==> config.mk <==
export PLATFORM = sky130hd
export DESIGN_NAME = crc_checked_serial_frame_deframer_top
export DESIGN_NICKNAME = d
export VERILOG_FILES = /design/src/sv/csfd_pkg.sv /design/src/sv/csfd_core.sv /design/src/sv/crc_checked_serial_frame_deframer_top.sv
export VERILOG_INCLUDE_DIRS = /design/src /design/src/sv
export SDC_FILE = /design/constraint.sdc
export NUM_CORES = 1
export LEC_CHECK = 0
export BUFFER_PORTS_ARGS = -buffer_cell sky130_fd_sc_hd__buf_4
export CORE_MARGIN = 2
export CORE_UTILIZATION = 55
export DETAILED_ROUTE_END_ITERATION = 16
export PLACE_DENSITY_LB_ADDON = 0.12
export SKIP_LAST_GASP = 1
export SLEW_MARGIN = 5
export SYNTH_ARGS = -nofsm -noshare
export SYNTH_HDL_FRONTEND = slang
export SYNTH_SLANG_ARGS = --single-unit
==> constraint.sdc <==
create_clock -name clock -period 6.7 [get_ports clock]
set_clock_uncertainty 0.15 [all_clocks]
set_input_delay 0.67 -clock clock [delete_from_list [all_inputs] [get_ports clock]]
set_output_delay 0.67 -clock clock [all_outputs]
set_load 0.005 [all_outputs]
==> src/sv/crc_checked_serial_frame_deframer_top_assert.svh <==
// assertion helpers shared by the deframer modules
`ifndef CRC_CHECKED_SERIAL_FRAME_DEFRAMER_TOP_ASSERT_SVH
`define CRC_CHECKED_SERIAL_FRAME_DEFRAMER_TOP_ASSERT_SVH

// same-cycle implication
`define CSFD_ASSERT_NOW(label, ante, cons, msg) \
   label: assert property (@(posedge clock) disable iff (reset) (ante) |-> (cons)) \
      else $error(msg);

// next-cycle implication
`define CSFD_ASSERT_NEXT(label, ante, cons, msg) \
   label: assert property (@(posedge clock) disable iff (reset) (ante) |=> (cons)) \
      else $error(msg);

`endif

==> src/sv/csfd_pkg.sv <==
package csfd_pkg;

   localparam int BYTE_W  = 8;
   localparam int LEN_W   = 11;
   localparam int IDX_W   = 10;
   localparam int CMD_W   = 16;
   localparam int ALEN_W  = 16;
   localparam int STAT_W  = 2;
   localparam int CSR_IDX_W = 1;

   localparam int MAX_PAYLOAD_DEF = 1024;
   localparam int LIMIT_MAX = (1 << LEN_W) - 1;

   localparam logic [BYTE_W-1:0] START_BYTE_RST    = 8'hA5;
   localparam logic [LEN_W-1:0]  PAYLOAD_LIMIT_RST = 11'd1024;
   localparam logic [7:0]        HCRC_SEED  = 8'hFF;
   localparam logic [15:0]       CRC16_INIT = 16'hFFFF;
   localparam logic [7:0]        CRC8_POLY  = 8'h8C;
   localparam logic [15:0]       CRC16_POLY = 16'h8408;

   localparam logic [CSR_IDX_W-1:0] CSR_START_BYTE    = 1'd0;
   localparam logic [CSR_IDX_W-1:0] CSR_PAYLOAD_LIMIT = 1'd1;

   localparam logic KIND_PAYLOAD = 1'b0;
   localparam logic KIND_STATUS  = 1'b1;

   localparam logic [STAT_W-1:0] ST_OK        = 2'd0;
   localparam logic [STAT_W-1:0] ST_HDR_CRC   = 2'd1;
   localparam logic [STAT_W-1:0] ST_TOO_LONG  = 2'd2;
   localparam logic [STAT_W-1:0] ST_FRAME_CRC = 2'd3;

   typedef enum logic [2:0] {
      PH_HUNT,
      PH_HEADER,
      PH_CMD,
      PH_PAYLOAD,
      PH_TAIL
   } phase_type;

   typedef struct packed {
      logic              valid;
      logic              kind;
      logic [BYTE_W-1:0] pbyte;
      logic [IDX_W-1:0]  index;
      logic [CMD_W-1:0]  cmd;
      logic [BYTE_W-1:0] seq;
      logic [LEN_W-1:0]  len;
      logic [STAT_W-1:0] status;
   } res_type;

   function automatic logic [7:0] crc8_step(input logic [7:0] crc, input logic [7:0] b);
      logic [7:0] c;
      c = crc ^ b;
      for (int i = 0; i < 8; i++) begin
         c = c[0] ? ((c >> 1) ^ CRC8_POLY) : (c >> 1);
      end
      return c;
   endfunction

   function automatic logic [15:0] crc16_step(input logic [15:0] crc, input logic [7:0] b);
      logic [15:0] c;
      c = crc ^ {8'h00, b};
      for (int i = 0; i < 8; i++) begin
         c = c[0] ? ((c >> 1) ^ CRC16_POLY) : (c >> 1);
      end
      return c;
   endfunction

endpackage

==> src/sv/csfd_core.sv <==
module csfd_core #(
   parameter int MAX_PAYLOAD = csfd_pkg::MAX_PAYLOAD_DEF
) (
   input  logic                         clock,
   input  logic                         reset,
   input  logic                         step,
   input  logic [csfd_pkg::BYTE_W-1:0]  rx_byte,
   input  logic [csfd_pkg::BYTE_W-1:0]  start_byte,
   input  logic [csfd_pkg::LEN_W-1:0]   payload_limit,
   output csfd_pkg::res_type            res
);

   localparam int CAP   = (MAX_PAYLOAD < csfd_pkg::LIMIT_MAX) ? MAX_PAYLOAD
                                                               : csfd_pkg::LIMIT_MAX;
   localparam int CNT_W = $clog2(CAP + 1);
   localparam logic [csfd_pkg::ALEN_W-1:0] MAX_LEN = csfd_pkg::ALEN_W'(MAX_PAYLOAD);

   csfd_pkg::phase_type phase_ff, phase_in;
   logic [CNT_W-1:0]             cnt_ff, cnt_in;
   logic [7:0]                   hcrc_ff, hcrc_in;
   logic [15:0]                  fcrc_ff, fcrc_in;
   logic [csfd_pkg::ALEN_W-1:0]  len_ff, len_in;
   logic [csfd_pkg::CMD_W-1:0]   cmd_ff, cmd_in;
   logic [csfd_pkg::BYTE_W-1:0]  seq_ff, seq_in;
   logic [csfd_pkg::BYTE_W-1:0]  tail_ff, tail_in;

   logic [csfd_pkg::ALEN_W-1:0]  limit;
   logic [csfd_pkg::ALEN_W-1:0]  limit_ext;
   logic [CNT_W-1:0]             cnt_inc;
   logic [csfd_pkg::ALEN_W-1:0]  idx_wide;
   logic [csfd_pkg::LEN_W-1:0]   len_sat;
   logic [15:0]                  fcrc_step;
   logic                         hdr_last, hdr_bad, too_long, pay_done;

   assign limit_ext = csfd_pkg::ALEN_W'(payload_limit);
   assign limit     = (limit_ext > MAX_LEN) ? MAX_LEN : limit_ext;
   assign cnt_inc   = cnt_ff + 1'b1;
   assign idx_wide  = csfd_pkg::ALEN_W'(cnt_ff);
   assign len_sat   = (|len_ff[csfd_pkg::ALEN_W-1:csfd_pkg::LEN_W])
                      ? csfd_pkg::LEN_W'(csfd_pkg::LIMIT_MAX) : len_ff[csfd_pkg::LEN_W-1:0];
   assign fcrc_step = csfd_pkg::crc16_step(fcrc_ff, rx_byte);
   // header bytes are counted 1..4, the fourth one is the crc
   assign hdr_last  = (cnt_ff != CNT_W'(1)) && (cnt_ff != CNT_W'(2)) && (cnt_ff != CNT_W'(3));
   assign hdr_bad   = (rx_byte != hcrc_ff);
   assign too_long  = (len_ff > limit);
   assign pay_done  = (csfd_pkg::ALEN_W'(cnt_inc) >= len_ff);

   // next state
   always_comb begin
      phase_in = phase_ff;
      if (step) begin
         case (phase_ff)
            csfd_pkg::PH_HUNT: begin
               if (rx_byte == start_byte) phase_in = csfd_pkg::PH_HEADER;
            end
            csfd_pkg::PH_HEADER: begin
               if (hdr_last) begin
                  phase_in = (hdr_bad || too_long) ? csfd_pkg::PH_HUNT : csfd_pkg::PH_CMD;
               end
            end
            csfd_pkg::PH_CMD: begin
               if (cnt_ff != '0) begin
                  phase_in = (len_ff == '0) ? csfd_pkg::PH_TAIL : csfd_pkg::PH_PAYLOAD;
               end
            end
            csfd_pkg::PH_PAYLOAD: begin
               if (pay_done) phase_in = csfd_pkg::PH_TAIL;
            end
            csfd_pkg::PH_TAIL: begin
               if (cnt_ff != '0) phase_in = csfd_pkg::PH_HUNT;
            end
            default: phase_in = csfd_pkg::PH_HUNT;
         endcase
      end
   end

   // datapath and result
   always_comb begin
      cnt_in  = cnt_ff;
      hcrc_in = hcrc_ff;
      fcrc_in = fcrc_ff;
      len_in  = len_ff;
      cmd_in  = cmd_ff;
      seq_in  = seq_ff;
      tail_in = tail_ff;
      res        = '0;
      res.seq    = seq_ff;
      res.len    = len_sat;
      if (step) begin
         case (phase_ff)
            csfd_pkg::PH_HUNT: begin
               if (rx_byte == start_byte) begin
                  hcrc_in = csfd_pkg::crc8_step(csfd_pkg::HCRC_SEED, rx_byte);
                  fcrc_in = csfd_pkg::crc16_step(csfd_pkg::CRC16_INIT, rx_byte);
                  len_in  = '0;
                  cmd_in  = '0;
                  seq_in  = '0;
                  cnt_in  = CNT_W'(1);
               end
            end
            csfd_pkg::PH_HEADER: begin
               fcrc_in = fcrc_step;
               if (hdr_last) begin
                  if (hdr_bad || too_long) begin
                     res.valid  = 1'b1;
                     res.kind   = csfd_pkg::KIND_STATUS;
                     res.status = hdr_bad ? csfd_pkg::ST_HDR_CRC : csfd_pkg::ST_TOO_LONG;
                     hcrc_in    = csfd_pkg::HCRC_SEED;
                     fcrc_in    = csfd_pkg::CRC16_INIT;
                  end
                  cnt_in = '0;
               end else begin
                  if (cnt_ff == CNT_W'(1)) begin
                     len_in = {8'h00, rx_byte};
                  end else if (cnt_ff == CNT_W'(2)) begin
                     len_in = {rx_byte, len_ff[7:0]};
                  end else begin
                     seq_in = rx_byte;
                  end
                  hcrc_in = csfd_pkg::crc8_step(hcrc_ff, rx_byte);
                  cnt_in  = cnt_inc;
               end
            end
            csfd_pkg::PH_CMD: begin
               fcrc_in = fcrc_step;
               if (cnt_ff == '0) begin
                  cmd_in = {8'h00, rx_byte};
                  cnt_in = CNT_W'(1);
               end else begin
                  cmd_in = {rx_byte, cmd_ff[7:0]};
                  cnt_in = '0;
               end
            end
            csfd_pkg::PH_PAYLOAD: begin
               fcrc_in   = fcrc_step;
               res.valid = 1'b1;
               res.kind  = csfd_pkg::KIND_PAYLOAD;
               res.pbyte = rx_byte;
               res.index = idx_wide[csfd_pkg::IDX_W-1:0];
               res.cmd   = cmd_ff;
               cnt_in    = pay_done ? '0 : cnt_inc;
            end
            csfd_pkg::PH_TAIL: begin
               if (cnt_ff == '0) begin
                  tail_in = rx_byte;
                  cnt_in  = CNT_W'(1);
               end else begin
                  res.valid  = 1'b1;
                  res.kind   = csfd_pkg::KIND_STATUS;
                  res.cmd    = cmd_ff;
                  res.status = ({rx_byte, tail_ff} == fcrc_ff) ? csfd_pkg::ST_OK
                                                              : csfd_pkg::ST_FRAME_CRC;
                  cnt_in  = '0;
                  hcrc_in = csfd_pkg::HCRC_SEED;
                  fcrc_in = csfd_pkg::CRC16_INIT;
               end
            end
            default: begin
               cnt_in  = '0;
               hcrc_in = csfd_pkg::HCRC_SEED;
               fcrc_in = csfd_pkg::CRC16_INIT;
            end
         endcase
      end
   end

   always_ff @(posedge clock) begin
      if (reset) begin
         phase_ff <= csfd_pkg::PH_HUNT;
         cnt_ff   <= '0;
         hcrc_ff  <= csfd_pkg::HCRC_SEED;
         fcrc_ff  <= csfd_pkg::CRC16_INIT;
         len_ff   <= '0;
         cmd_ff   <= '0;
         seq_ff   <= '0;
         tail_ff  <= '0;
      end else begin
         phase_ff <= phase_in;
         cnt_ff   <= cnt_in;
         hcrc_ff  <= hcrc_in;
         fcrc_ff  <= fcrc_in;
         len_ff   <= len_in;
         cmd_ff   <= cmd_in;
         seq_ff   <= seq_in;
         tail_ff  <= tail_in;
      end
   end

`include "crc_checked_serial_frame_deframer_top_assert.svh"

   `CSFD_ASSERT_NOW(a_payload_only_in_payload, res.valid && res.kind == csfd_pkg::KIND_PAYLOAD, phase_ff == csfd_pkg::PH_PAYLOAD, "payload result outside payload phase")
   `CSFD_ASSERT_NEXT(a_hunt_after_status, res.valid && res.kind == csfd_pkg::KIND_STATUS, phase_ff == csfd_pkg::PH_HUNT && cnt_ff == '0, "no return to hunt after frame status")
   `CSFD_ASSERT_NOW(a_index_below_length, phase_ff == csfd_pkg::PH_PAYLOAD, csfd_pkg::ALEN_W'(cnt_ff) < len_ff, "payload index ran past announced length")

endmodule

==> src/sv/crc_checked_serial_frame_deframer_top.sv <==
// channel | direction | ports                      | accepted when
// req     | in        | req_valid/req_stall + byte | req_valid & !req_stall
// rsp     | out       | rsp_valid/rsp_stall + item | rsp_valid & !rsp_stall
// csr     | in        | csr_write/index/data       | csr_write
//
// one byte per cycle sustained while rsp_stall is low; a result passes from its request through the
// input register, then frame state logic into the result register
// reset clears the frame state and both registers' valid flags and restores the csr defaults
// rsp_stall holds the result register; req_stall rises only when both registers are full
module crc_checked_serial_frame_deframer_top #(
   parameter int MAX_PAYLOAD = csfd_pkg::MAX_PAYLOAD_DEF
) (
   input  logic                            clock,
   input  logic                            reset,
   input  logic                            req_valid,
   output logic                            req_stall,
   input  logic [csfd_pkg::BYTE_W-1:0]     req_rx_byte,
   output logic                            rsp_valid,
   input  logic                            rsp_stall,
   output logic                            rsp_item_kind,
   output logic [csfd_pkg::BYTE_W-1:0]     rsp_payload_byte,
   output logic [csfd_pkg::IDX_W-1:0]      rsp_payload_index,
   output logic [csfd_pkg::CMD_W-1:0]      rsp_command_id,
   output logic [csfd_pkg::BYTE_W-1:0]     rsp_sequence_number,
   output logic [csfd_pkg::LEN_W-1:0]      rsp_frame_length,
   output logic [csfd_pkg::STAT_W-1:0]     rsp_frame_status,
   output logic                            rsp_last_of_frame,
   input  logic                            csr_write,
   input  logic [csfd_pkg::CSR_IDX_W-1:0]  csr_index,
   input  logic [csfd_pkg::LEN_W-1:0]      csr_data
);

   logic                        in_valid_ff;
   logic [csfd_pkg::BYTE_W-1:0] in_byte_ff;
   logic                        rsp_valid_ff;
   csfd_pkg::res_type           res_ff;
   csfd_pkg::res_type           res;
   logic [csfd_pkg::BYTE_W-1:0] start_byte_ff;
   logic [csfd_pkg::LEN_W-1:0]  payload_limit_ff;
   logic                        adv, fire;

   // result register free or being drained this cycle
   assign adv       = !rsp_valid_ff || !rsp_stall;
   assign fire      = in_valid_ff && adv;
   assign req_stall = in_valid_ff && !adv;

   always_ff @(posedge clock) begin
      if (reset) begin
         start_byte_ff    <= csfd_pkg::START_BYTE_RST;
         payload_limit_ff <= csfd_pkg::PAYLOAD_LIMIT_RST;
      end else if (csr_write) begin
         case (csr_index)
            csfd_pkg::CSR_START_BYTE:    start_byte_ff    <= csr_data[csfd_pkg::BYTE_W-1:0];
            csfd_pkg::CSR_PAYLOAD_LIMIT: payload_limit_ff <= csr_data;
            default: ;
         endcase
      end
   end

   always_ff @(posedge clock) begin
      if (reset) begin
         in_valid_ff <= 1'b0;
      end else if (!req_stall) begin
         in_valid_ff <= req_valid;
      end
   end

   always_ff @(posedge clock) begin
      if (req_valid && !req_stall) in_byte_ff <= req_rx_byte;
   end

   csfd_core #(
      .MAX_PAYLOAD (MAX_PAYLOAD)
   ) u_core (
      .clock         (clock),
      .reset         (reset),
      .step          (fire),
      .rx_byte       (in_byte_ff),
      .start_byte    (start_byte_ff),
      .payload_limit (payload_limit_ff),
      .res           (res)
   );

   always_ff @(posedge clock) begin
      if (reset) begin
         rsp_valid_ff <= 1'b0;
      end else if (adv) begin
         rsp_valid_ff <= fire && res.valid;
      end
   end

   always_ff @(posedge clock) begin
      if (fire && res.valid) res_ff <= res;
   end

   assign rsp_valid           = rsp_valid_ff;
   assign rsp_item_kind       = res_ff.kind;
   assign rsp_payload_byte    = res_ff.pbyte;
   assign rsp_payload_index   = res_ff.index;
   assign rsp_command_id      = res_ff.cmd;
   assign rsp_sequence_number = res_ff.seq;
   assign rsp_frame_length    = res_ff.len;
   assign rsp_frame_status    = res_ff.status;
   assign rsp_last_of_frame   = res_ff.kind;

`include "crc_checked_serial_frame_deframer_top_assert.svh"

   `CSFD_ASSERT_NEXT(a_no_result_from_nothing, !in_valid_ff && !rsp_valid_ff, !rsp_valid_ff, "result appeared with no request in flight")
   `CSFD_ASSERT_NOW(a_stall_only_when_full, req_stall, in_valid_ff && rsp_valid_ff, "request stalled with a free register")
   `CSFD_ASSERT_NEXT(a_start_byte_written, csr_write && csr_index == csfd_pkg::CSR_START_BYTE, start_byte_ff == $past(csr_data[7:0]), "start byte write lost")

endmodule
# Word level (Yosys, flattened, before mapping)
# Cells that the tools add are included.
[totals] regBits=171 wordCells=205
[op_classes] addsub=1 magnitude_cmp=3 eq_ne=25 mux=82 n_bitwise=38 n_reduce_logical=34
[ops] op="$mux W16" n=26
[ops] op="$mux W8" n=24
[ops] op="$not A2 Y3" n=32
[ops] op="$pmux W16 S2" n=3
[ops] op="$pmux W16 S4" n=1
[ops] op="$mux W11" n=4
[ops] op="$pmux W11 S4" n=1
[ops] op="$mux W36" n=1
[ops] op="$pmux W8 S4" n=1
[ops] op="$ne A11 B2 Y1 const B" n=2
[ops] op="$mux W18" n=1
[ops] op="$mux W2" n=9
[ops] op="$mux W3" n=6
[ops] op="$eq A16 B16 Y1" n=1
[ops] op="$ge A11 B16 Y1" n=1
[ops] op="$gt A16 B16 Y1" n=1
[ops] op="$logic_not A16 Y1" n=1
[ops] op="$not A8 Y16" n=1
[ops] op="$pmux W8 S2" n=1
[ops] op="$xor A16 B8 Y16" n=1
[ops] op="$pmux W3 S5" n=1
[ops] op="$reduce_and A5 Y1" n=3
[ops] op="$ne A2 B1 Y1 const B" n=7
[ops] op="$reduce_and A6 Y1" n=2
[ops] op="other kinds (31)" n=52

# Logic depth before layout (Yosys ltp)
# Gate-level depths: netlist of run 1.
[logic_depth] ltp_word=20 mapped_depth=13 depth_no_buf=12

# By module
# Synthesis of run 1 repeated with hierarchy kept, for this count alone.
[hier_totals] cells_unflattened=907 hier_area_um2=8799.7
[modules_own_cells] module="csfd_core" instances=1 cells_each=747 area_each_um2=5953.2 seq_area_each_um2=1721.7
[modules_own_cells] module="crc_checked_serial_frame_deframer_top" instances=1 cells_each=160 area_each_um2=2846.5 seq_area_each_um2=2342.2

# Worst setup path before layout of run 1
# OpenSTA, ideal clock, no wires.
[synth_timing] path_kind="register to register" start="register payload_limit_ff[10] (netlist bit)" end="register res_ff (netlist bit rsp_command_id[0]), enable pin" setup_time_ns=0.488 arrival_time_ns=4.709 required_ns=6.062 setup_slack_ns=1.352 stages_incl_launch_ff=12 n_path_buf=1 synth_period_minus_slack_ns=5.348 path_cell_list="dfxtp_1 inv_1 clkbuf_1 nand2_1 ha_1 and3_1 nor3b_1 o21ai_0 o41ai_4 nand2_2 a21oi_1 a21oi_1"
[synth_via] elab_chain_len=9
[synth_rtl] element="from (decl)" line_no="crc_checked_serial_frame_deframer_top.sv:39" rtl="logic [csfd_pkg::LEN_W-1:0] payload_limit_ff;"
[synth_rtl] element="from (signal assigned)" line_no="crc_checked_serial_frame_deframer_top.sv:50" rtl="payload_limit_ff <= csfd_pkg::PAYLOAD_LIMIT_RST;"
[synth_rtl] element="from (signal assigned)" line_no="crc_checked_serial_frame_deframer_top.sv:54" rtl="csfd_pkg::CSR_PAYLOAD_LIMIT: payload_limit_ff <= csr_data;"
[synth_rtl] element="$gt A11 B11 Y1" line_no="csfd_core.sv:36" rtl="assign limit = (limit_ext > MAX_LEN) ? MAX_LEN : limit_ext;"
[synth_rtl] element="$mux W11 (*)" line_no="csfd_core.sv:36"
[synth_rtl] element="$gt A16 B16 Y1 (*)" line_no="csfd_core.sv:45" rtl="assign too_long = (len_ff > limit);"
[synth_rtl] element="$logic_or A1 B1 Y1 (*)" line_no="csfd_core.sv:104" rtl="if (hdr_bad || too_long) begin"
[synth_rtl] element="$mux W2 (*)" line_no="csfd_core.sv:104"
[synth_rtl] element="$mux W2 (*)" line_no="csfd_core.sv:103" rtl="if (hdr_last) begin"
[synth_rtl] element="$pmux W2 S3 (*)" line_no="csfd_core.sv:90" rtl="case (phase_ff)"
[synth_rtl] element="$mux W36 (*)" line_no="csfd_core.sv:89" rtl="if (step) begin"
[synth_rtl] element="$logic_and A1 B1 Y1 (*)" line_no="crc_checked_serial_frame_deframer_top.sv:93" rtl="if (fire && res.valid) res_ff <= res;"
[synth_rtl] element="to (signal assigned)" line_no="crc_checked_serial_frame_deframer_top.sv:93"
[synth_rtl] element="to (decl)" line_no="crc_checked_serial_frame_deframer_top.sv:36" rtl="csfd_pkg::res_type res_ff;"
# Every way passes the cells marked *; elsewhere a longest branch is shown, timed or not.
# A chain may end at the register's enable or synchronous reset.

# Worst setup path after layout of run 1
[layout_timing] start="register in_byte_ff[2] (netlist bit)" end="register u_core.fcrc_ff[0]"
[layout_via] elab_chain_len=5
[layout_rtl] element="from (decl)" line_no="crc_checked_serial_frame_deframer_top.sv:34" rtl="logic [csfd_pkg::BYTE_W-1:0] in_byte_ff;"
[layout_rtl] element="from (signal assigned)" line_no="crc_checked_serial_frame_deframer_top.sv:69" rtl="if (req_valid && !req_stall) in_byte_ff <= req_rx_byte;"
[layout_rtl] element="$ne A8 B8 Y1" line_no="csfd_core.sv:44" rtl="assign hdr_bad = (rx_byte != hcrc_ff);"
[layout_rtl] element="$logic_or A1 B1 Y1" line_no="csfd_core.sv:104"
[layout_rtl] element="$mux W16" line_no="csfd_core.sv:104"
[layout_rtl] element="$mux W16" line_no="csfd_core.sv:103"
[layout_rtl] element="$pmux W16 S4" line_no="csfd_core.sv:90"
[layout_rtl] element="to (signal assigned)" line_no="csfd_core.sv:172" rtl="fcrc_ff <= csfd_pkg::CRC16_INIT;"
[layout_rtl] element="to (signal assigned)" line_no="csfd_core.sv:181" rtl="fcrc_ff <= fcrc_in;"
[layout_rtl] element="to (decl)" line_no="csfd_core.sv:21" rtl="logic [15:0] fcrc_ff, fcrc_in;"
# Parallel ways exist; a longest one is shown, timed or not.

==> run_results.csv, run 1 <==
group,metric,value,unit
status,status,"finished, final reports clean",
floorplanning,die_area,16300,um^2
logic_synthesis,synth_edf_count,64,
worst_hold_path,hold_class,"in -> reg",
routing,wl_met3,1310,um
logic_synthesis,netlist_top_cells_count,"nand2_1, dfxtp_1, nor2_1",
global_route,grt_max_degree,85,
routing,wire_per_inst,18.4,um
timing,fin_setup_tns,0,ns
worst_setup_path,crit_path_end_kind,"register",
logic_synthesis,synth_top_area_cell,"dfxtp_1",
worst_setup_path,critPathKind,"reg -> reg",
routing,wl_met2,9800,um
routing,routed.top_layer,"met4",
routing,wl_met1,9060,um
routing,vias,6606,
worst_setup_path,cpPeakStageDelay,1.15,ns
clock_tree,numCtsBuffers,17,
clock_tree,cts_resized,0,
timing,finalMaxSlewViolations,0,
worst_setup_path,reg2regPathDepth,6,
layout,fin_cells,1118,
placed_design,dpl.cell_count,1086,
worst_setup_path,crit_chain,"xnor2_1 -> nand4_1 -> o21ai_1 -> nand2_1 -> o21ai_1 -> o22a_1",
power_and_ir_drop,peakVddDrop,0.000164,V
power_and_ir_drop,p_leak,3.46,nW
timing,rsz0062_at_grt,"false",
logic_synthesis,synthTopCellsByArea,"dfxtp_1, edfxtp_1, xnor2_1",
worst_setup_path,r2r_end,"u_core.fcrc_ff[0]",
floorplanning,io_pins,84,
routing,ant_nets,0,
logic_synthesis,synthFlopType,"dfxtp_1",
power_and_ir_drop,finalPower,2.21,mW
layout,diodes,0,
logic_synthesis,mappedNetlistArea,8410,um^2
placed_design,globalplace.congestion,0.912,
timing,setup_viol,0,
logic_synthesis,ys_ff_latch,171,
logic_synthesis,synth_top_area_share,25.5,%
floorplanning,die_w,128,um
clock_tree,cts_hold_buf,0,
logic_synthesis,syn_area_per_cell,9.69,um^2
timing,worst_hold_slack,0.254,ns
layout,area_growth,14.7,%
worst_setup_path,crit_buf_inv,0,
logic_synthesis,ys_async_sr_fraction,0,%
floorplanning,coreArea,15100,um^2
routing,drt-pass1-iter-count,6,
worst_setup_path,critPathTopFamily,"compound AO/OA/AOI/OAI gates",
global_route,grt_pass1_vias,6419,
clock_tree,htree_levels,4,
global_route,grt_overflow,0,
placed_design,hpwl,14000,um
logic_synthesis,ys_seq_area_share,48.3,%
routing,totalWireLength,20500,um
clock_tree,post_cts.repair.setup_buffers,0,
timing,slew_headroom,10.1,%
global_route,grt_pass1_wl,32900,um
layout,utilization,63.9,%
placed_design,io_buffer_count,83,
worst_setup_path,start_kind,"register",
worst_setup_path,crit_required,6.93,ns
timing,tightest_slew,1.34,ns
clock_tree,clock_latency,0.44,ns
worst_setup_path,arrival,3.90,ns
layout,drive_above_1_share,14.6,%
logic_synthesis,synth_cell_types,64,
logic_synthesis,syn_nets,919,
clock_tree,cts_root_buf,"clkbuf_16",
clock_tree,clk_pin_slew,0.07,ns
worst_hold_path,worstHoldStart,"req_rx_byte[0]",
clock_tree,cts_sinks,171,
logic_synthesis,yosysMostFrequentCell,"nand2_1",
flow_run,cap_violations,0,
routing,drt_iter0_drc,628,
logic_synthesis,syn_inst,868,
worst_setup_path,regToRegStartpoint,"in_byte_ff[2]",
logic_synthesis,yosys_warnings,0,
worst_setup_path,crit_path_frequent_cell,"o21ai_1",
worst_hold_path,hold_path_depth,1,
global_route,track_usage,25.8,%
floorplanning,start_util,55.7,%
layout,fill_cells,1214,
timing,period_share,54.9,%
clock_tree,cts_tree,"done",
routing,post_drt_via_cell_ratio,5.91,
worst_setup_path,crit_fanout,19,
global_route,antenna_found_initial,0,
layout,fin_nets,968,
floorplanning,die_h,128,um
timing,period_minus_slack,3.68,ns
worst_setup_path,r2r_setup_slack,3.02,ns
power_and_ir_drop,powerDensity,229,nW/um^2
worst_setup_path,cp_slowest_cell,"o21ai_1",
clock_tree,clock_path_buffers,2,
timing,hold_viol_final,0,
timing,max_freq,272,MHz
floorplanning,num_rows,45,
routing,post-route-drc-count,0,
worst_hold_path,min_to,"in_byte_ff[0]",
## layout make-up
cell class	count	area, um^2	area share, %
clock buffers	18	429	4.45
flip-flops and latches	171	4060	42.1
well taps	188	235	2.44
multi-input cells	622	4040	41.8
clock inverters	14	159	1.65
inverters	17	63.8	0.661
repair buffers	88	661	6.85
## where the power goes
part	switching [mW]	leakage (nW)	total (mW)	internal, mW
combinational	0.0701	1.76	0.124	0.0541
clock	0.434	0.282	0.991	0.557
sequential	0.0158	1.42	1.10	1.08
## cells in the final DEF (no fill, tap or decap), drive strengths merged, types with 3 or more instances in the layout
| cell | n |
|---|---|
| a21oi | 52 |
| o21ai | 14 |
| inv | 23 |
| nor2 | 72 |
| a22oi | 31 |
| ha | 26 |
| o22a | 16 |
| clkinv | 3 |
| dfxtp | 107 |
| nor2b | 23 |
| or2 | 4 |
| and3 | 6 |
| a211o | 3 |
| xnor2 | 62 |
| nand4 | 9 |
| or3 | 5 |
| clkinvlp | 3 |
| mux2i | 10 |
| a211oi | 3 |
| o22ai | 4 |
| clkbuf | 18 |
| edfxtp | 64 |
| nand2 | 114 |
| a2111oi | 4 |
| o211ai | 4 |
| buf | 88 |
| nand2b | 7 |
| nand3 | 33 |
| xor2 | 47 |
| a21o | 4 |
| a31oi | 3 |
| nor3 | 16 |
| nor4 | 9 |
| and2 | 20 |
## flip-flops by register name, summed over array words and instances, names as in the netlist, 10 cells and up
signal,flops
rsp_command_id,16
u_core.cmd_ff,16
u_core.fcrc_ff,16
u_core.len_ff,16
payload_limit_ff,11
rsp_frame_length,11
u_core.cnt_ff,11
rsp_payload_index,10
## per-layer routing
metal,vias up,global-route usage [%]
li1,3114,-
met1,3202,34.7
met2,255,41.8
met3,35,5.01
met4,0,9.50
met5,-,0
## how the worst max path moves through the flow
stage / startpoint / endpoint / slack, ns / depth (start not counted)
finish: in_byte_ff[2] / u_core.fcrc_ff[0] / 3.02 / 6
global route: in_byte_ff[2] / u_core.fcrc_ff[0] / 2.75 / 6
CTS: payload_limit_ff[10] / rsp_frame_length[4] / 3.05 / 11
detailed placement: payload_limit_ff[10] / rsp_frame_length[10] / 3.06 / 11
global placement: payload_limit_ff[10] / rsp_frame_length[0] / 3.19 / 11
floorplan: payload_limit_ff[10] / rsp_command_id[0] / 1.35 / 11
## logic make-up (layout without fill, tap and decap cells)
family                   Yosys count  count (layout)  share of synthesized area (%)
multiplexers                      11              11                           1.37
AND/OR/NAND/NOR                  324             324                           18.3
buffers and inverters             75             137                           3.82
flip-flops                       171             171                           48.3
XOR/XNOR                         111             111                           11.9
AO/OA/AOI/OAI                    150             150                           12.4
adder cells (fa/ha/maj)           26              26                           3.87
## per-stage QoR
step                      instance area [um^2]  setup WS [ns]
after CTS                                 9650           3.05
after floorplan                           8410           1.35
after global routing                      9650           2.75
after detailed placement                  9060           3.06
final                                     9650           3.02
after global placement                    9060           3.19
(Power assumes the default switching activity.)
==> run 2: changes to the inputs <==
ABC_AREA = 1   (was unset)
clock period = 3.45 ns   (was 6.7 ns; I/O delays follow)
==> run 2 against run 1 <==
Compared with the run above:
- clock-buffer cell count rose by 2
- cell area rose by 7.3%
- critical path depth rose by 10
- highest routed layer unchanged
- global-route usage rose by 0.60 points
- setup slack got worse by 2.8 ns
- critical endpoint is now u_core.phase_ff[0]
==> run_results.csv, run 2 <==
group,metric,value,unit
status,status,"finished, final reports clean",
logic_synthesis,ys_ff_latch,171,
worst_hold_path,hold_class,"in -> reg",
routing,post-route-drc-count,0,
layout,final_area,10400,um^2
worst_setup_path,crit_required,3.66,ns
logic_synthesis,synthTopCellsByArea,"dfxtp_1, edfxtp_1, nand2_1",
floorplanning,io_pins,84,
routing,drt-pass1-iter-count,8,
clock_tree,htree_levels,4,
global_route,track_usage,26.4,%
timing,slew_headroom,49.9,%
timing,hold_viol_final,0,
logic_synthesis,synthFlopType,"dfxtp_1",
global_route,antenna_found_initial,0,
layout,fill_cells,1398,
logic_synthesis,syn_area_per_cell,7.88,um^2
worst_setup_path,arrival,3.40,ns
timing,max_freq,313,MHz
worst_setup_path,start_kind,"register",
placed_design,hpwl,15200,um
layout,layout_common_cells,"nand2_1, nor2_1, dfxtp_1",
logic_synthesis,syn_nets,1169,
routing,post_drt_via_cell_ratio,5.35,
floorplanning,die_area,17100,um^2
routing,wire_per_inst,15.2,um
logic_synthesis,synth_cell_types,42,
timing,setup_viol,0,
layout,fin_nets,1255,
power_and_ir_drop,p_leak,4.23,nW
routing,totalWireLength,21800,um
clock_tree,cts_sinks,171,
timing,tightest_slew,0.749,ns
flow_run,cap_violations,0,
logic_synthesis,ys_seq_area_share,46.1,%
logic_synthesis,yosys_warnings,0,
clock_tree,clock_path_buffers,2,
worst_setup_path,r2r_setup_slack,0.26,ns
clock_tree,clk_pin_slew,0.06,ns
routing,vias,7673,
clock_tree,numCtsBuffers,17,
floorplanning,coreArea,15800,um^2
floorplanning,num_rows,46,
floorplanning,start_util,55.9,%
logic_synthesis,mappedNetlistArea,8810,um^2
floorplanning,die_w,131,um
logic_synthesis,yosysMostFrequentCell,"nand2_1",
clock_tree,cts_root_buf,"clkbuf_16",
logic_synthesis,synth_top_area_cell,"dfxtp_1",
logic_synthesis,synth_top_area_share,24.3,%
logic_synthesis,syn_inst,1118,
layout,diodes,0,
timing,period_share,92.6,%
worst_setup_path,critPathKind,"reg -> reg",
layout,area_growth,17.5,%
global_route,grt_pass1_wl,34700,um
placed_design,globalplace.congestion,0.940,
routing,ant_nets,0,
layout,drive_above_1_share,14.2,%
placed_design,io_buffer_count,83,
timing,period_minus_slack,3.19,ns
clock_tree,cts_tree,"done",
power_and_ir_drop,peakVddDrop,0.000346,V
timing,rsz0062_at_grt,"false",
timing,finalMaxSlewViolations,0,
global_route,grt_max_degree,57,
routing,drt_iter0_drc,810,
global_route,grt_pass1_vias,7021,
timing,fin_setup_tns,0,ns
floorplanning,die_h,131,um
logic_synthesis,ys_async_sr_fraction,0,%
layout,final_common_cell,"nand2_1",
global_route,grt_overflow,0,
worst_setup_path,crit_path_end_kind,"register",
power_and_ir_drop,powerDensity,439,nW/um^2
placed_design,placed_area,9570,um^2
logic_synthesis,synth_edf_count,64,
clock_tree,clock_latency,0.45,ns
logic_synthesis,netlist_top_cells_count,"nand2_1, nor2_1, dfxtp_1",
worst_setup_path,crit_fanout,14,
-- run 2: metal layers --
| metal | global-route usage [%] | vias to the layer above | part of all wire, % |
|---|---|---|---|
| met3 | 4.72 | 49 | 6.2 |
| li1 | - | 3819 | - |
| met5 | 0 | - | 0 |
| met2 | 42.5 | 280 | 46 |
| met1 | 35.5 | 3525 | 45 |
| met4 | 10.7 | 0 | 2.8 |
-- run 2: cells by family after synthesis --
group	after synthesis	synth area share, %
and+or+nand+nor	533	25.9
adders and majority gates	26	3.69
xor gates and xnor gates	68	6.93
buffers and inverters	144	7.10
AOI/OAI and AO/OA	176	10.2
DFF	171	46.1
-- run 2: final cells by class --
cell class,count,area [um^2],share of cell area [%]
Clock buffer,20,478,4.62
Clock inverter,12,134,1.29
Inverter,102,390,3.77
Multi-Input combinational cell,803,4150,40.0
Sequential cell,171,4060,39.3
Tap cell,216,270,2.61
Timing Repair Buffer,109,871,8.41
-- run 2: path summary, 6_finish.rpt --
kind                                  to  cells after the start              from
setup / recovery      u_core.phase_ff[0]                     16  u_core.cnt_ff[2]
hold / removal       payload_limit_ff[9]                      3       csr_data[9]
setup reg to reg      u_core.phase_ff[0]                     16  u_core.cnt_ff[2]
hold reg to reg   rsp_sequence_number[3]                      0  u_core.seq_ff[3]
-- run 2: repair_timing --
item                                    in CTS  in global routing
buffers inserted                             0                  0
resized for setup                            0                  2
hold buffers                                16                  0
endpoints found under the setup margin       0                  3
hold endpoints to repair                    16                  0
-- run 2: stage by stage --
stage	setup slack (ns)	power (mW)	std cells	util [%]	hold WS (ns)
5_1_grt	0.0141	4.69	1433	65.7	0.0388
3_3_place_gp	0.377	2.58	1385	60.7	0.260
6_report	0.256	4.54	1433	65.7	0.0168
4_1_cts	0.222	4.55	1433	65.6	0.0169
2_1_floorplan	0.0332	2.49	1118	-	0.253
3_5_place_dp	0.270	2.59	1385	60.7	0.264
-- run 2: report_power, final --
group,internal [mW],leakage (nW),switching [mW]
registers,2.11,1.39,0.0455
clock network,1.15,0.295,0.824
logic,0.164,2.54,0.249
-- run 2: worst max-delay path: stages (launching register included) --
cell and delay, ns:
dfxtp_1 0.41, inv_1 0.13, nor4_2 0.43, nand2_1 0.12, xor2_1 0.15, inv_1 0.07, ha_1 0.27, nand2_1 0.08
o21ai_0 0.19, nor2_1 0.07, nand2_1 0.06, nand2_1 0.05, nand2_1 0.05, nand2_1 0.30, nor2_1 0.34, nand2_1 0.09
a21oi_1 0.15
==> run 3: changes to the inputs <==
HOLD_SLACK_MARGIN = 0.05   (was unset)
==> run 3 against run 2 <==
Compared with the run above:
- clock power hardly changed
- first-iteration DRC count is 3.6% higher
- cell count is 0.21% higher
- wire length is 0.39% higher
==> run_results.csv, run 3 (synthesis results as in run 2) <==
group,metric,value,unit
status,status,"finished, final reports clean",
layout,area_growth,17.8,%
worst_hold_path,hold_path_depth,3,
worst_hold_path,hold_class,"in -> reg",
layout,drive_above_1_share,14.2,%
clock_tree,cts_tree,"done",
layout,final_common_cell,"nand2_1",
timing,slew_headroom,51.2,%
worst_setup_path,start_kind,"register",
worst_setup_path,arrival,3.42,ns
floorplanning,coreArea,15800,um^2
worst_setup_path,crit_required,3.66,ns
placed_design,placed_area,9570,um^2
global_route,grt_pass1_wl,34800,um
layout,multiInputGateArea,4150,um^2
power_and_ir_drop,peakVddDrop,0.000346,V
clock_tree,cts_sinks,171,
routing,drt_iter0_drc,839,
routing,ant_nets,0,
floorplanning,io_pins,84,
worst_setup_path,cpPeakStageDelay,0.44,ns
placed_design,hpwl,15200,um
timing,rsz0062_at_grt,"false",
floorplanning,die_h,131,um
clock_tree,cts_root_buf,"clkbuf_16",
placed_design,io_buffer_count,83,
floorplanning,start_util,55.9,%
flow_run,cap_violations,0,
routing,post-route-drc-count,0,
clock_tree,post_cts.repair.setup_buffers,0,
layout,diodes,0,
layout,final_area,10400,um^2
routing,wire_per_inst,15.2,um
worst_setup_path,crit_fanout,14,
clock_tree,clk_pin_slew,0.06,ns
timing,worst_hold_slack,0.0841,ns
global_route,grt_overflow,0,
layout,fill_cells,1397,
clock_tree,clock_path_buffers,2,
worst_setup_path,critPathKind,"reg -> reg",
timing,setup_viol,0,
worst_setup_path,reg2regPathDepth,16,
clock_tree,htree_levels,4,
timing,hold_viol_final,0,
timing,period_share,93.0,%
placed_design,globalplace.congestion,0.940,
layout,layout_common_cells,"nand2_1, nor2_1, dfxtp_1",
worst_setup_path,crit_chain,"inv_1 -> nor4_2 -> nand2_1 -> xor2_1 -> inv_1 -> ha_1 -> nand2_1 -> o21ai_0 -> nor2_1 -> nand2_1 -> nand2_1 -> nand2_1 -> nand2_1 -> nor2_1 -> nand2_1 -> a21oi_1",
global_route,track_usage,26.5,%
timing,fin_setup_tns,0,ns
timing,tightest_slew,0.731,ns
worst_setup_path,cp_slowest_cell,"nor4_2",
floorplanning,num_rows,46,
worst_setup_path,crit_path_end_kind,"register",
clock_tree,clock_latency,0.45,ns
global_route,antenna_found_initial,0,
power_and_ir_drop,powerDensity,438,nW/um^2
worst_setup_path,crit_path_frequent_cell,"nand2_1",
clock_tree,numCtsBuffers,17,
layout,fin_nets,1258,
routing,drt-pass1-iter-count,6,
timing,max_freq,312,MHz
routing,totalWireLength,21900,um
layout,regArea,4060,um^2
power_and_ir_drop,p_leak,4.24,nW
floorplanning,die_area,17100,um^2
routing,post_drt_via_cell_ratio,5.34,
global_route,grt_max_degree,57,
global_route,grt_pass1_vias,7033,
routing,vias,7662,
timing,finalMaxSlewViolations,0,
floorplanning,die_w,131,um
power_and_ir_drop,finalPower,4.54,mW
timing,period_minus_slack,3.21,ns
==> run 3: cell types whose count changed in the layout (fill, tap and decap cells not counted) <==
cell,change
dlygate4sd3_1,+3
==> run 3: cell type report <==
class,instances,share of cell area [%]
clock inverters,12,1.29
clock buffers,20,4.60
inverters,102,3.76
well taps,216,2.60
repair buffers,112,8.68
multi-input cells,803,39.9
flip-flops and latches,171,39.1
==> run 3: final timing paths <==
| kind | start | end | slack [ns] |
|---|---|---|---|
| worst max-delay path | u_core.cnt_ff[2] | u_core.phase_ff[0] | 0.24 |
| worst min-delay path | rsp_stall | rsp_valid | 0.08 |
| worst max register to register | u_core.cnt_ff[2] | u_core.phase_ff[0] | 0.24 |
| worst min register to register | u_core.seq_ff[3] | rsp_sequence_number[3] | 0.28 |
==> run 3: worst max-delay path: cells and delay by family, from the launching register on <==
| family | cells | cell delay [ns] |
|---|---|---|
| AOI/OAI and AO/OA | 2 | 0.35 |
| xor gates and xnor gates | 1 | 0.15 |
| adders and majority gates | 1 | 0.27 |
| buffers and inverters | 2 | 0.20 |
| DFF | 1 | 0.42 |
| and+or+nand+nor | 10 | 1.60 |
==> run 3: what timing repair did <==
action	in CTS	in global routing
endpoints found under the hold margin	26	0
hold buffers	19	0
endpoints found under the setup margin	0	3
gates resized for setup	0	2
==> run 3: metrics by stage <==
step	setup WS [ns]	cells	util (%)
finish	0.242	1436	65.8
global route	0.0141	1436	65.8
CTS	0.222	1436	65.8
floorplan	0.0332	1118	-
detailed placement	0.270	1385	60.7
global placement	0.377	1385	60.7
==> run 3: report_power, final <==
group,switching (mW),leakage (nW),total (mW),internal [mW]
Clock,0.820,0.295,1.97,1.15
Combinational,0.250,2.55,0.417,0.166
Sequential,0.0452,1.39,2.15,2.11
Total,1.12,4.24,4.54,3.43
==> run 3: routing by layer <==
metal	routed length, um	vias up	global-route usage [%]	part of all wire, %
met5	0	-	0	0
met4	629	0	10.7	2.9
met3	1440	53	4.76	6.6
met2	10100	301	43.0	46
met1	9690	3480	35.4	44
li1	-	3828	-	-
